[src/rtl/cnf_formula_scorer_assert.svh]
// ----------------------------------------------------------------------------
// cnf_formula_scorer assertion macros
// Short forms for the concurrent checks of the scorer top level. They sample
// on clk and are switched off while rst_n is low.
// ----------------------------------------------------------------------------
`ifndef CNF_FORMULA_SCORER_ASSERT_SVH
`define CNF_FORMULA_SCORER_ASSERT_SVH

// Same-cycle implication
`define CFS_ASSERT_NOW(name, pre, post) \
    name: assert property (@(posedge clk) disable iff (!rst_n) (pre) |-> (post)) \
        else $error("cnf_formula_scorer: same-cycle check failed");

// Next-cycle implication
`define CFS_ASSERT_NEXT(name, pre, post) \
    name: assert property (@(posedge clk) disable iff (!rst_n) (pre) |=> (post)) \
        else $error("cnf_formula_scorer: next-cycle check failed");

`endif

[src/rtl/cfs_pkg.sv]
// ----------------------------------------------------------------------------
// cfs_pkg
// Shared constants, register codes and controller command type of the CNF
// formula scorer.
// ----------------------------------------------------------------------------
`default_nettype none

package cfs_pkg;

    // Default sizing
    localparam int ATTR_BITS_DEF    = 64;
    localparam int CLAUSE_SLOTS_DEF = 64;
    localparam int COUNT_BITS_DEF   = 20;

    // Fixed field widths
    localparam int MASK_W  = 64;
    localparam int SLOT_W  = 6;
    localparam int THR_W   = 17;
    localparam int CCNT_W  = 7;
    localparam int OUT_W   = 20;
    localparam int PADDR_W = 3;
    localparam int PDATA_W = 32;

    // Operation codes
    localparam logic OP_LOAD  = 1'b0;
    localparam logic OP_SCORE = 1'b1;

    // Register select (paddr bit 2)
    localparam logic REG_THRESHOLD    = 1'b0;
    localparam logic REG_CLAUSE_COUNT = 1'b1;

    // Controller to datapath commands
    typedef struct packed {
        logic load_wr;   // write clause slot from the input item
        logic start;     // capture row and flags, arm the clause AND
        logic rd_en;     // read one clause slot
        logic tally;     // bump one of the four counters
        logic mult;      // form threshold * class rows
        logic emit;      // load the result register
    } cfs_cmd_t;

endpackage

`default_nettype wire

[src/rtl/cfs_ctrl.sv]
// ----------------------------------------------------------------------------
// cfs_ctrl
// Sequencer of the scorer: takes items, walks the clause slots in use one per
// cycle, then steps the counter update, the product and the result load.
// ----------------------------------------------------------------------------
`default_nettype none

module cfs_ctrl #(
    parameter int CLAUSE_SLOTS = cfs_pkg::CLAUSE_SLOTS_DEF,
    parameter int ADDR_W       = $clog2(CLAUSE_SLOTS > 1 ? CLAUSE_SLOTS : 2)
) (
    input  wire logic                       clk,
    input  wire logic                       rst_n,
    input  wire logic                       in_valid,
    input  wire logic                       operation,
    output logic                            in_ready,
    input  wire logic [cfs_pkg::CCNT_W-1:0] clause_count,
    input  wire logic                       out_ready,
    output logic                            out_valid,
    output cfs_pkg::cfs_cmd_t               cmd,
    output logic [ADDR_W-1:0]               rd_addr
);
    import cfs_pkg::*;

    localparam int LIM_W = (ADDR_W + 1 > CCNT_W) ? ADDR_W + 1 : CCNT_W;

    localparam logic [2:0] S_IDLE  = 3'd0;
    localparam logic [2:0] S_EVAL  = 3'd1;
    localparam logic [2:0] S_DRAIN = 3'd2;
    localparam logic [2:0] S_TALLY = 3'd3;
    localparam logic [2:0] S_MULT  = 3'd4;
    localparam logic [2:0] S_EMIT  = 3'd5;

    logic [2:0]       state_reg, state_next;
    logic [LIM_W-1:0] idx_reg, idx_next;
    logic             out_valid_reg, out_valid_next;
    logic [LIM_W-1:0] n_eff;

    // Clauses in use, capped at the slot count
    assign n_eff = (LIM_W'(clause_count) > LIM_W'(CLAUSE_SLOTS))
                 ? LIM_W'(CLAUSE_SLOTS) : LIM_W'(clause_count);

    assign in_ready  = (state_reg == S_IDLE);
    assign out_valid = out_valid_reg;
    assign rd_addr   = idx_reg[ADDR_W-1:0];

    // Next state and commands
    always_comb
    begin
        state_next     = state_reg;
        idx_next       = idx_reg;
        out_valid_next = out_valid_reg;
        cmd            = '0;

        if (out_valid_reg && out_ready)
        begin
            out_valid_next = 1'b0;
        end

        case (state_reg)
            S_IDLE:
            begin
                if (in_valid)
                begin
                    if (operation == OP_LOAD)
                    begin
                        cmd.load_wr = 1'b1;
                    end
                    else
                    begin
                        cmd.start  = 1'b1;
                        idx_next   = '0;
                        state_next = (n_eff == '0) ? S_TALLY : S_EVAL;
                    end
                end
            end
            S_EVAL:
            begin
                cmd.rd_en = 1'b1;
                if (idx_reg == n_eff - LIM_W'(1))
                begin
                    state_next = S_DRAIN;
                end
                else
                begin
                    idx_next = idx_reg + LIM_W'(1);
                end
            end
            S_DRAIN:
            begin
                state_next = S_TALLY;
            end
            S_TALLY:
            begin
                cmd.tally  = 1'b1;
                state_next = S_MULT;
            end
            S_MULT:
            begin
                cmd.mult   = 1'b1;
                state_next = S_EMIT;
            end
            S_EMIT:
            begin
                // wait for the result register to free up
                if (!out_valid_reg || out_ready)
                begin
                    cmd.emit       = 1'b1;
                    out_valid_next = 1'b1;
                    state_next     = S_IDLE;
                end
            end
            default:
            begin
                state_next = S_IDLE;
            end
        endcase
    end

    // State registers
    always_ff @(posedge clk or negedge rst_n)
    begin
        if (!rst_n)
        begin
            state_reg     <= S_IDLE;
            idx_reg       <= '0;
            out_valid_reg <= 1'b0;
        end
        else
        begin
            state_reg     <= state_next;
            idx_reg       <= idx_next;
            out_valid_reg <= out_valid_next;
        end
    end

endmodule

`default_nettype wire

[config.mk]
export PLATFORM = sky130hd
export DESIGN_NAME = cfs_ctrl
export DESIGN_NICKNAME = d
export VERILOG_FILES = /design/src/rtl/cnf_formula_scorer_assert.svh /design/src/rtl/cfs_pkg.sv /design/src/rtl/cfs_ctrl.sv
export SDC_FILE = /design/constraint.sdc
export NUM_CORES = 1
export LEC_CHECK = 0
export BUFFER_PORTS_ARGS = -buffer_cell sky130_fd_sc_hd__buf_2
export CAP_MARGIN = 20
export CORE_ASPECT_RATIO = 1.1
export CORE_MARGIN = 8
export CORE_UTILIZATION = 50
export DETAILED_ROUTE_END_ITERATION = 7
export MAX_ROUTING_LAYER = met4
export PLACE_DENSITY = 0.8
export SYNTH_ARGS = -nofsm -noshare
export SYNTH_HDL_FRONTEND = slang
export SYNTH_SLANG_ARGS = --single-unit
[constraint.sdc]
create_clock -name clk -period 2.05 [get_ports clk]
set_input_delay 0.41 -clock clk [delete_from_list [all_inputs] [get_ports clk]]
set_output_delay 0.41 -clock clk [all_outputs]
set_load 0.05 [all_outputs]
* After elaboration in Yosys (flattened, before gate mapping)
Index checks and enable logic that the tools add are counted.
Cells by class: reductions and logical operators 8, equal/unequal tests 11, mux-type cells 23, add/sub/neg operators 2, order comparisons 1
Operator list (number):
- 7-bit 2-to-1 mux | 4
- 3-bit one-hot mux with 6 select lines | 1
- 7-bit one-hot mux with 2 select lines | 1
- 3-bit 2-to-1 mux | 4
- 1-bit 2-to-1 mux | 10
- 2-bit != test, second input constant | 5
- 4-bit AND reduction | 2
- 7-bit by 1-bit adder with 7-bit output, second input constant | 1
- 7-bit == test | 1
- 7-bit greater-than comparator, second input constant | 1
- 7-bit logical NOT | 1
- 7-bit by 1-bit subtractor with 7-bit output, second input constant | 1
- 3-bit by 2-bit == test with 1-bit output, second input constant | 2
- 3-bit == test, second input constant | 2
- 2-bit 2-to-1 mux | 3
- 3-bit by 1-bit == test with 1-bit output, second input constant | 1
- 3-bit logical NOT | 1
- 2-bit nonzero test | 1
- 1-bit logical AND | 1
- 1-bit logical NOT | 1
- 1-bit logical OR | 1
Storage, ports and cells: bits of input ports 12, flip-flop bits (word level) 11, word-level logic and storage cells 48, output and inout bits 14

* Depth between registers and ports, before layout
Gate-level depths: netlist (run 1).
depth after elaboration 7, depth in mapped cells 9

* Least setup slack after synthesis (run 1)
No wires, ideal clock.
path kind reg-to-reg, start point register state_reg[0], end point register idx_reg[6], data arrival time 2553 ps, cell stages (with the launch flop) 8, path slack -639 ps, clock period less this slack 2689 ps, required time 1914 ps, path through dfrtp_1 clkbuf_2 nor3b_1 nand4_1 inv_1 nand3_1 nand3_1 o311ai_2
Between the ends: longest elaborated chain between the ends 3, elaborated cells on any way between the ends 8, classes of those cells eq/ne (4); mux (1); reduce/logical (3)
RTL lines:
- start: declaration | RTL line cfs_ctrl.sv:34 | logic [2:0] state_reg, state_next;
- start signal: assignment | RTL line cfs_ctrl.sv:131 | state_reg <= state_next;
- 3-bit by 1-bit == test with 1-bit output / 3-bit logical NOT (equally long branches) | RTL line cfs_ctrl.sv:60 | case (state_reg)
- 2-bit != test (no line) / 2-bit nonzero test (equally long branches)
- 4-bit AND reduction (no line)
- end signal: assignment | RTL line cfs_ctrl.sv:132 | idx_reg <= idx_next;
- end: declaration | RTL line cfs_ctrl.sv:35 | logic [LIM_W-1:0] idx_reg, idx_next;
Several ways; a longest one is shown, not always the timed one. A chain may end at the register's enable or synchronous reset.

* Final worst setup path (run 1)
start point input port clause_count[0] in the netlist's numbering, end point register idx_reg[4]
Between the ends: longest elaborated chain between the ends 6
RTL lines:
- start: declaration | RTL line cfs_ctrl.sv:17 | input wire logic [cfs_pkg::CCNT_W-1:0] clause_count,
- 7-bit greater-than comparator | RTL line cfs_ctrl.sv:40 | assign n_eff = (LIM_W'(clause_count) > LIM_W'(CLAUSE_SLOTS))
- 7-bit 2-to-1 mux (*) | RTL line cfs_ctrl.sv:41 | ? LIM_W'(CLAUSE_SLOTS) : LIM_W'(clause_count);
- 7-bit by 1-bit subtractor with 7-bit output (*) | RTL line cfs_ctrl.sv:80 | if (idx_reg == n_eff - LIM_W'(1))
- 7-bit == test (*) | RTL line cfs_ctrl.sv:80
- 2-bit != test (no line) (*)
- 4-bit AND reduction (no line) (*)
Every way passes the cells marked *; elsewhere a longest branch is shown, timed or not.

==> flow_summary.json, run 1 <==
{
  "outcome": "finished with violations",
  "violations": "negative setup slack",
  "synthAdderAreaFrac": 0.02635,
  "critPathCaptureType": "flip-flop",
  "cts_inserted_buffers": 3,
  "p_leak_nw": 0.6295,
  "dp_hpwl_um": 1997,
  "ir_drop_uv": 872.2,
  "ios": 26,
  "io_buffers": 25,
  "place_congestion": 0.9287,
  "wl_per_cell_um": 17.90,
  "worstPathArrival_ps": 2240,
  "htree_num_levels": 1,
  "num_rows": 16,
  "worst_pin_slew_ps": 423.8,
  "synth.most_common_cell": "dfrtp_1",
  "drive_gt1_frac": 0.4577,
  "critical_path_peak_fanout": 4,
  "overflow": 0,
  "finalHoldViolCount": 0,
  "grt_max_degree": 12,
  "ctsRootBufferMaster": "clkbuf_4",
  "drt_iter0_drc": 30,
  "synth-xor-area-share": 0.06456,
  "netlist_area_sq_um": 949.7,
  "drc": 0,
  "crit_required_ps": 2240,
  "power.density_nw_per_um2": 1283,
  "die_w_um": 57.56,
  "clk_pin_slew_worst_paths_ps": 70,
  "synthMuxAreaShare": 0.03162,
  "yosys_warnings": 0,
  "cts_tree": "done",
  "min_path_type": "input port to flip-flop",
  "area_delta_synth_final_pct": 40.05,
  "r2r_setup_slack_ps": 190,
  "wl_um": 2864,
  "cts.path.max_buffers": 2,
  "antenna_found_initial": 0,
  "final_cells": 160,
  "skew_ps": 0.4383,
  "ys_seq_area_frac": 0.2899,
  "fin_ws_ps": -4.492,
  "diodes": 0,
  "syn_inst": 104,
  "maxSlewHeadroom": 0.7149,
  "cp-start-kind": "input port",
  "num_vias": 958,
  "start_util": 0.5330,
  "die_h_um": 61.71,
  "viasPerCell": 5.988,
  "drv_cap": 0,
  "synth-async-reset-ratio": 1.000,
  "first_pass_iters": 4,
  "ys_ff_latch": 11,
  "synth_flop_cell": "dfrtp_1",
  "finalSetupViolCount": 2,
  "fin_crit_sh": 1.002,
  "path_class": "input port to flip-flop",
  "synth-compound-area-share": 0.2042,
  "dp_cells": 151,
  "antenna_left": 0,
  "grt_pass1_vias": 889,
  "grt_first_pass_wirelength_um": 4071,
  "finalNetCount": 157,
  "synth_cell_types": 40,
  "fmax_ghz": 0.4867,
  "synth_top_family_by_area": "simple AND/OR/NAND/NOR gates",
  "synthSimpleGateAreaFrac": 0.2951,
  "netlist.area_leader.share": 0.2899,
  "synth_edf_count": 0,
  "synth_area_leaders": "dfrtp_1 (29%), o311ai_2 (6.9%), buf_4 (4.7%), nand3_1 (4.2%), xnor2_1 (3.7%)",
  "rsz0062_at_grt": "true",
  "yosysTopAreaCell": "dfrtp_1",
  "track_usage": 0.1575,
  "slew_violations": 0,
  "largest_reg_flops": 7,
  "design.core.area_sq_um": 1782,
  "yosys-top-cells-count": "dfrtp_1 (11), nand3_1 (8), nand2_1 (7)",
  "hold_slack_ps": 413.3,
  "clock_latency_ps": 280,
  "synth_area_per_cell_sq_um": 9.131,
  "synthesis.nets": 118,
  "dieArea_sq_um": 3552,
  "period_needed_ps": 2054,
  "clkSinkCount": 11
}
-- cell type report --
cell class,instances,area (sq um)
sequential,11,275.3
timing repair buffer,43,277.8
tap,18,22.52
multi-input combinational,79,703.2
inverter,5,25.02
fill,129,451.7
clock buffer,4,26.28
-- layer usage --
metal,share of wire,GRT usage,wire length [um],vias to the layer above
met5,0,-,0,-
met4,0.024,0.08929,68,0
met3,0.061,0.04938,175,6
met2,0.49,0.2621,1411,33
met1,0.42,0.1655,1208,460
li1,-,-,-,459
-- cell families (layout without fill, tap and decap cells) --
| logic type | count (synthesis) | in the layout |
|---|---|---|
| mux | 3 | 3 |
| flops | 11 | 11 |
| compound gates | 21 | 21 |
| simple gates | 46 | 46 |
| buf+inv | 14 | 52 |
| fa+ha+maj | 2 | 2 |
| xor+xnor | 7 | 7 |
-- timing repair --
action,4_1_cts,5_1_grt
hold buffers,1,0
pin swaps,0,6
resized for setup,2,12
buffers inserted,0,4
endpoints found under the hold margin,11,0
setup endpoints to repair,1,9
-- layout by cell type, fill, tap and decap left out, types with 2 or more instances in the layout --
cell type and count:
clkbuf_4 3, and3_1 3, nand4_1 5, nor3_1 4, o311ai_4 3, buf_2 22, nand2_1 7, nand3_1 7
xor2_1 3, nand2b_4 2, xnor2_1 4, nor3b_2 3, inv_1 3, buf_4 19, a21oi_1 3, nor2b_1 3
mux2i_1 3, o21bai_1 2, dfrtp_1 11, nor2_1 3
-- metrics by stage --
step	instance area [sq um]	setup WS [ps]	util	TNS, ps	total power (W)
detailed placement	1182	-250.7	0.6636	-1880	0.001423
global route	1330	-134.6	0.7465	-478.8	0.001819
CTS	1226	27.40	0.6882	0	0.001587
floorplan	1006	-48.89	-	-160.8	0.001236
global placement	1182	-155.7	0.6636	-1042	0.001393
finish	1330	-4.492	0.7465	-6.120	0.001707
-- worst max-delay path, cell delays in order --
cell and delay, ps:
buf_4 130, buf_4 130, nor3_1 170, a21boi_0 190
or4_1 530, a21oi_4 250, buf_4 170, nand4_1 160
o311ai_4 100
-- final timing paths --
kind | cells past startpoint | startpoint | endpoint
setup / recovery | 9 | clause_count[0] | idx_reg[4]
hold / removal | 3 | out_ready | out_valid
setup reg to reg | 7 | idx_reg[2] | idx_reg[3]
hold reg to reg | 2 | out_valid | out_valid
max in group asynchronous | 2 | rst_n | idx_reg[2]
min in group asynchronous | 2 | rst_n | state_reg[2]
-- where the power goes --
group / internal (W) / leakage (nW) / switching [W] / total [W]
Sequential: 0.000299 / 0.136 / 0.000140 / 0.000438
Combinational: 0.000428 / 0.479 / 0.000682 / 0.00111
Clock: 0.0000757 / 0.0150 / 0.0000831 / 0.000159
Total: 0.000802 / 0.630 / 0.000905 / 0.00171
(Power assumes the default switching activity.)
==> inputs of run 2 (changes only) <==
Settings changed: CTS_BUF_LIST set to sky130_fd_sc_hd__clkbuf_16.
==> flow_summary.json, run 2 (synthesized netlist as in run 1, its figures left out) <==
{
  "outcome": "finished with violations",
  "violations": "negative setup slack",
  "grt_pass1_vias": 917,
  "path_cells": "buf_8 > nand2b_4 > ha_4 > and2b_1 > a31o_1 > buf_4 > nor3_1 > buf_4 > nor4_4 > a21boi_2 > mux2i_1",
  "design.core.area_sq_um": 1782,
  "power.density_nw_per_um2": 1384,
  "num_rows": 16,
  "num_vias": 934,
  "drive_gt1_frac": 0.4429,
  "drv_cap": 0,
  "finalNetCount": 155,
  "fin_ws_ps": -64.05,
  "critical_path_peak_fanout": 5,
  "die_w_um": 57.56,
  "cts_tree": "done",
  "fmax_ghz": 0.4730,
  "skew_ps": 1.331,
  "clock_latency_ps": 240,
  "ios": 26,
  "slew_violations": 0,
  "crit_required_ps": 2210,
  "die_h_um": 61.71,
  "drc": 0,
  "slowest_stage": "a21boi_2",
  "io_buffers": 25,
  "antenna_left": 0,
  "min_path_type": "input port to asynchronous set/reset pin",
  "first_pass_iters": 4,
  "wl_um": 2741,
  "diodes": 0,
  "start_util": 0.5330,
  "final_core_util": 0.7353,
  "crit_top_cell": "buf_4",
  "area_delta_synth_final_pct": 37.95,
  "final_cell_mix": "buf_2 (22), buf_4 (18), dfrtp_1 (11)",
  "path_class": "input port to flip-flop",
  "critPathCaptureType": "flip-flop",
  "dp_hpwl_um": 1997,
  "largest_reg_flops": 7,
  "grt_first_pass_wirelength_um": 4222,
  "worst_pin_slew_ps": 389.7,
  "ctsRootBufferMaster": "clkbuf_16",
  "viasPerCell": 5.911,
  "maxSlewHeadroom": 0.7383,
  "place_congestion": 0.9287,
  "rsz0062_at_grt": "true",
  "antenna_found_initial": 0,
  "overflow": 0,
  "path_delay_family": "simple AND/OR/NAND/NOR gates",
  "cp-start-kind": "input port",
  "cp_num_buf_inv": 3,
  "grt_max_degree": 12,
  "layout_commonest_cell": "buf_2",
  "track_usage": 0.1620,
  "clk_pin_slew_worst_paths_ps": 40,
  "dieArea_sq_um": 3552,
  "hold_buffers": 0,
  "fin_crit_sh": 1.031,
  "worstPathArrival_ps": 2270,
  "r2r_setup_slack_ps": 190,
  "period_needed_ps": 2114,
  "cts_inserted_buffers": 3,
  "finalHoldViolCount": 0,
  "ir_drop_uv": 1069,
  "drt_iter0_drc": 28,
  "finalSetupViolCount": 8,
  "wl_per_cell_um": 17.35,
  "clkSinkCount": 11,
  "max_stage_delay_ps": 280,
  "p_leak_nw": 0.6289,
  "htree_num_levels": 1,
  "cts.path.max_buffers": 2,
  "power_w": 0.001814
}
run 2: final cells by class:
class | count | area [sq um]
Multi-Input combinational cell | 79 | 648.1
Fill cell | 129 | 471.7
Sequential cell | 11 | 275.3
Timing Repair Buffer | 41 | 260.3
Clock buffer | 3 | 75.07
Inverter | 5 | 25.02
Tap cell | 18 | 22.52
Clock inverter | 1 | 3.754
run 2: layer usage:
layer / up-vias / GRT usage / share of wire
met4: 0 / 0.08571 / 0.012
met3: 4 / 0.04938 / 0.054
met2: 28 / 0.2797 / 0.51
li1: 457 / - / -
met1: 445 / 0.1655 / 0.42
met5: - / - / 0
run 2: report_power, final:
part / total [W] / switching (W) / internal (W)
sequential: 0.000427 / 0.000126 / 0.000301
combinational: 0.00103 / 0.000659 / 0.000371
clock: 0.000356 / 0.0000999 / 0.000256
total: 0.00181 / 0.000886 / 0.000928
run 2: final timing paths:
kind	end	start	depth (start not counted)
min in group clk	out_valid	out_ready	3
setup / recovery	idx_reg[1]	clause_count[6]	11
setup reg to reg	idx_reg[4]	idx_reg[2]	7
max in group asynchronous	idx_reg[4]	rst_n	1
hold reg to reg	out_valid	out_valid	2
hold / removal	state_reg[0]	rst_n	1
run 2: per-stage QoR:
stage	setup TNS, ps	cells	worst slack (ps)	hold WS [ps]	cell area [sq um]
6_report	-283.8	158	-64.05	35.62	1310
3_5_place_dp	-1880	151	-250.7	299.2	1182
4_1_cts	-27.18	155	-20.31	45.71	1264
2_1_floorplan	-160.8	104	-48.89	114.4	1006
5_1_grt	-953.0	158	-173.9	59.68	1310
3_3_place_gp	-1042	151	-155.7	291.9	1182
run 2: worst register-to-register path, cell delays in order, from the launching register on:
cell and delay [ps]:
dfrtp_1 400, xor2_1 180, xnor2_1 180, nand3_1 140
nor4_4 430, buf_4 200, nand4_1 110, o311ai_2 120
run 2: what timing repair did:
| item | CTS | global route |
|---|---|---|
| gates resized for setup | 1 | 6 |
| endpoints found under the hold margin | 0 | 0 |
| pin swaps | 0 | 7 |
| buffers inserted | 0 | 3 |
| setup endpoints to repair | 3 | 9 |
==> inputs of run 3 (changes only) <==
Settings changed: CORE_ASPECT_RATIO 1.1 to not set, GPL_ROUTABILITY_DRIVEN set to 0, GPL_TIMING_DRIVEN set to 0.
==> flow_summary.json, run 3 (synthesized netlist as in run 1, its figures left out) <==
{
  "path_class": "input port to flip-flop",
  "clk_pin_slew_worst_paths_ps": 40,
  "dp_hpwl_um": 1719,
  "grt_max_degree": 12,
  "overflow": 0,
  "cp-start-kind": "input port",
  "ir_drop_uv": 1045,
  "finalHoldViolCount": 0,
  "clock_latency_ps": 240,
  "finalSetupViolCount": 5,
  "worst_pin_slew_ps": 406.2,
  "die_w_um": 59.58,
  "r2r_start": "idx_reg[2]",
  "track_usage": 0.1432,
  "final_core_util": 0.7652,
  "rsz0062_at_grt": "true",
  "skew_ps": 0.8430,
  "drv_cap": 0,
  "final_cells": 165,
  "layout_commonest_cell": "buf_2",
  "critical_path_peak_fanout": 5,
  "top_layer_used": "met4",
  "clkSinkCount": 11,
  "met3WireLength_um": 147,
  "maxSlewHeadroom": 0.7271,
  "ctsRootBufferMaster": "clkbuf_16",
  "crit_start": "clause_count[6]",
  "cts_inserted_buffers": 3,
  "dieArea_sq_um": 3550,
  "hold_buffers": 0,
  "finalNetCount": 155,
  "p_leak_nw": 0.6350,
  "wl_met1_um": 1156,
  "design.core.area_sq_um": 1764,
  "worstPathArrival_ps": 2180,
  "htree_num_levels": 1,
  "drive_gt1_frac": 0.4643,
  "power.density_nw_per_um2": 1361,
  "antenna_left": 0,
  "drt_iter0_drc": 18,
  "io_buffers": 24,
  "grt_pass1_vias": 849,
  "viasPerCell": 5.539,
  "wl_met2_um": 1267,
  "drc": 0,
  "critPathCaptureType": "flip-flop",
  "area_delta_synth_final_pct": 42.16,
  "final_cell_mix": "buf_2 (21), buf_4 (16), dfrtp_1 (8)",
  "dp_cells": 153,
  "diodes": 0,
  "outcome": "finished with violations",
  "grt_first_pass_wirelength_um": 3829,
  "fin_crit_sh": 1.014,
  "antenna_found_initial": 0,
  "cts_tree": "done",
  "first_pass_iters": 4,
  "fmax_ghz": 0.4810,
  "period_needed_ps": 2079,
  "largest_reg_flops": 7,
  "slew_violations": 0,
  "die_h_um": 59.58,
  "power_w": 0.001837,
  "ios": 26,
  "start_util": 0.5383,
  "violations": "negative setup slack",
  "min_path_type": "input port to asynchronous set/reset pin",
  "cts.path.max_buffers": 2,
  "fin_ws_ps": -29.12,
  "wl_per_cell_um": 15.66,
  "num_rows": 15,
  "wl_um": 2584,
  "num_vias": 914,
  "crit_required_ps": 2160
}
run 3: cell count changes in the layout (fill, tap and decap cells not counted):
cell,change
a31oi_2,-1
dfrtp_1,-3
clkbuf_8,+1
buf_12,+1
a31oi_1,+1
buf_2,-1
buf_8,-1
a21oi_4,+1
or3_1,-1
buf_6,+2
dfrtp_2,+3
buf_4,-2
or3_4,+1
a21oi_2,-1
run 3: worst max-delay path, cell delays in order:
cell,delay [ps]
buf_12,80
nand2b_4,130
ha_4,150
and2b_1,190
a31o_1,200
o21a_1,210
nor4_4,420
and2_4,270
o311ai_2,110
run 3: final cells by class:
cell class              count  area, sq um
clock buffers               3        75.07
well taps                  25        31.28
fillers                   139        414.1
inverters                   5        25.02
flip-flops and latches     11        279.0
plain buffers               8        78.83
multi-input cells          79        654.4
repair buffers             33        202.7
clock inverters             1        3.754
run 3: per-stage QoR:
stage | setup WS, ps | area, sq um | setup TNS [ps] | hold WS (ps)
2_1_floorplan | -48.89 | 1006 | -160.8 | 114.4
5_1_grt | -108.7 | 1350 | -595.2 | 55.54
6_report | -29.12 | 1350 | -89.08 | 41.18
4_1_cts | 1.958 | 1290 | 0 | 44.54
3_5_place_dp | -233.5 | 1157 | -1736 | 295.5
3_3_place_gp | -222.6 | 1157 | -1648 | 292.7
run 3: repair_timing:
item	CTS	global route
gates resized for setup	9	6
buffers inserted	4	5
endpoints found under the setup margin	3	7
pin swaps	1	4
gates cloned	0	0
run 3: metal layers:
layer  global-route usage  vias up
met2               0.2219       35
met3              0.04989        4
met4              0.04082        0
met1               0.1708      419
met5                    -        -
li1                     -      456
run 3: power breakdown:
part	internal (W)	switching (W)
Clock	0.000256	0.0000958
Combinational	0.000414	0.000622
Sequential	0.000302	0.000147
Total	0.000972	0.000865
run 3: final timing paths:
kind	to	slack, ps	cells after the start
setup / recovery	idx_reg[6]	-30	9
hold / removal	idx_reg[2]	40	1
setup reg to reg	idx_reg[6]	170	6
hold reg to reg	out_valid	530	2
max in group asynchronous	state_reg[0]	1780	1
min in group clk	out_valid	470	3
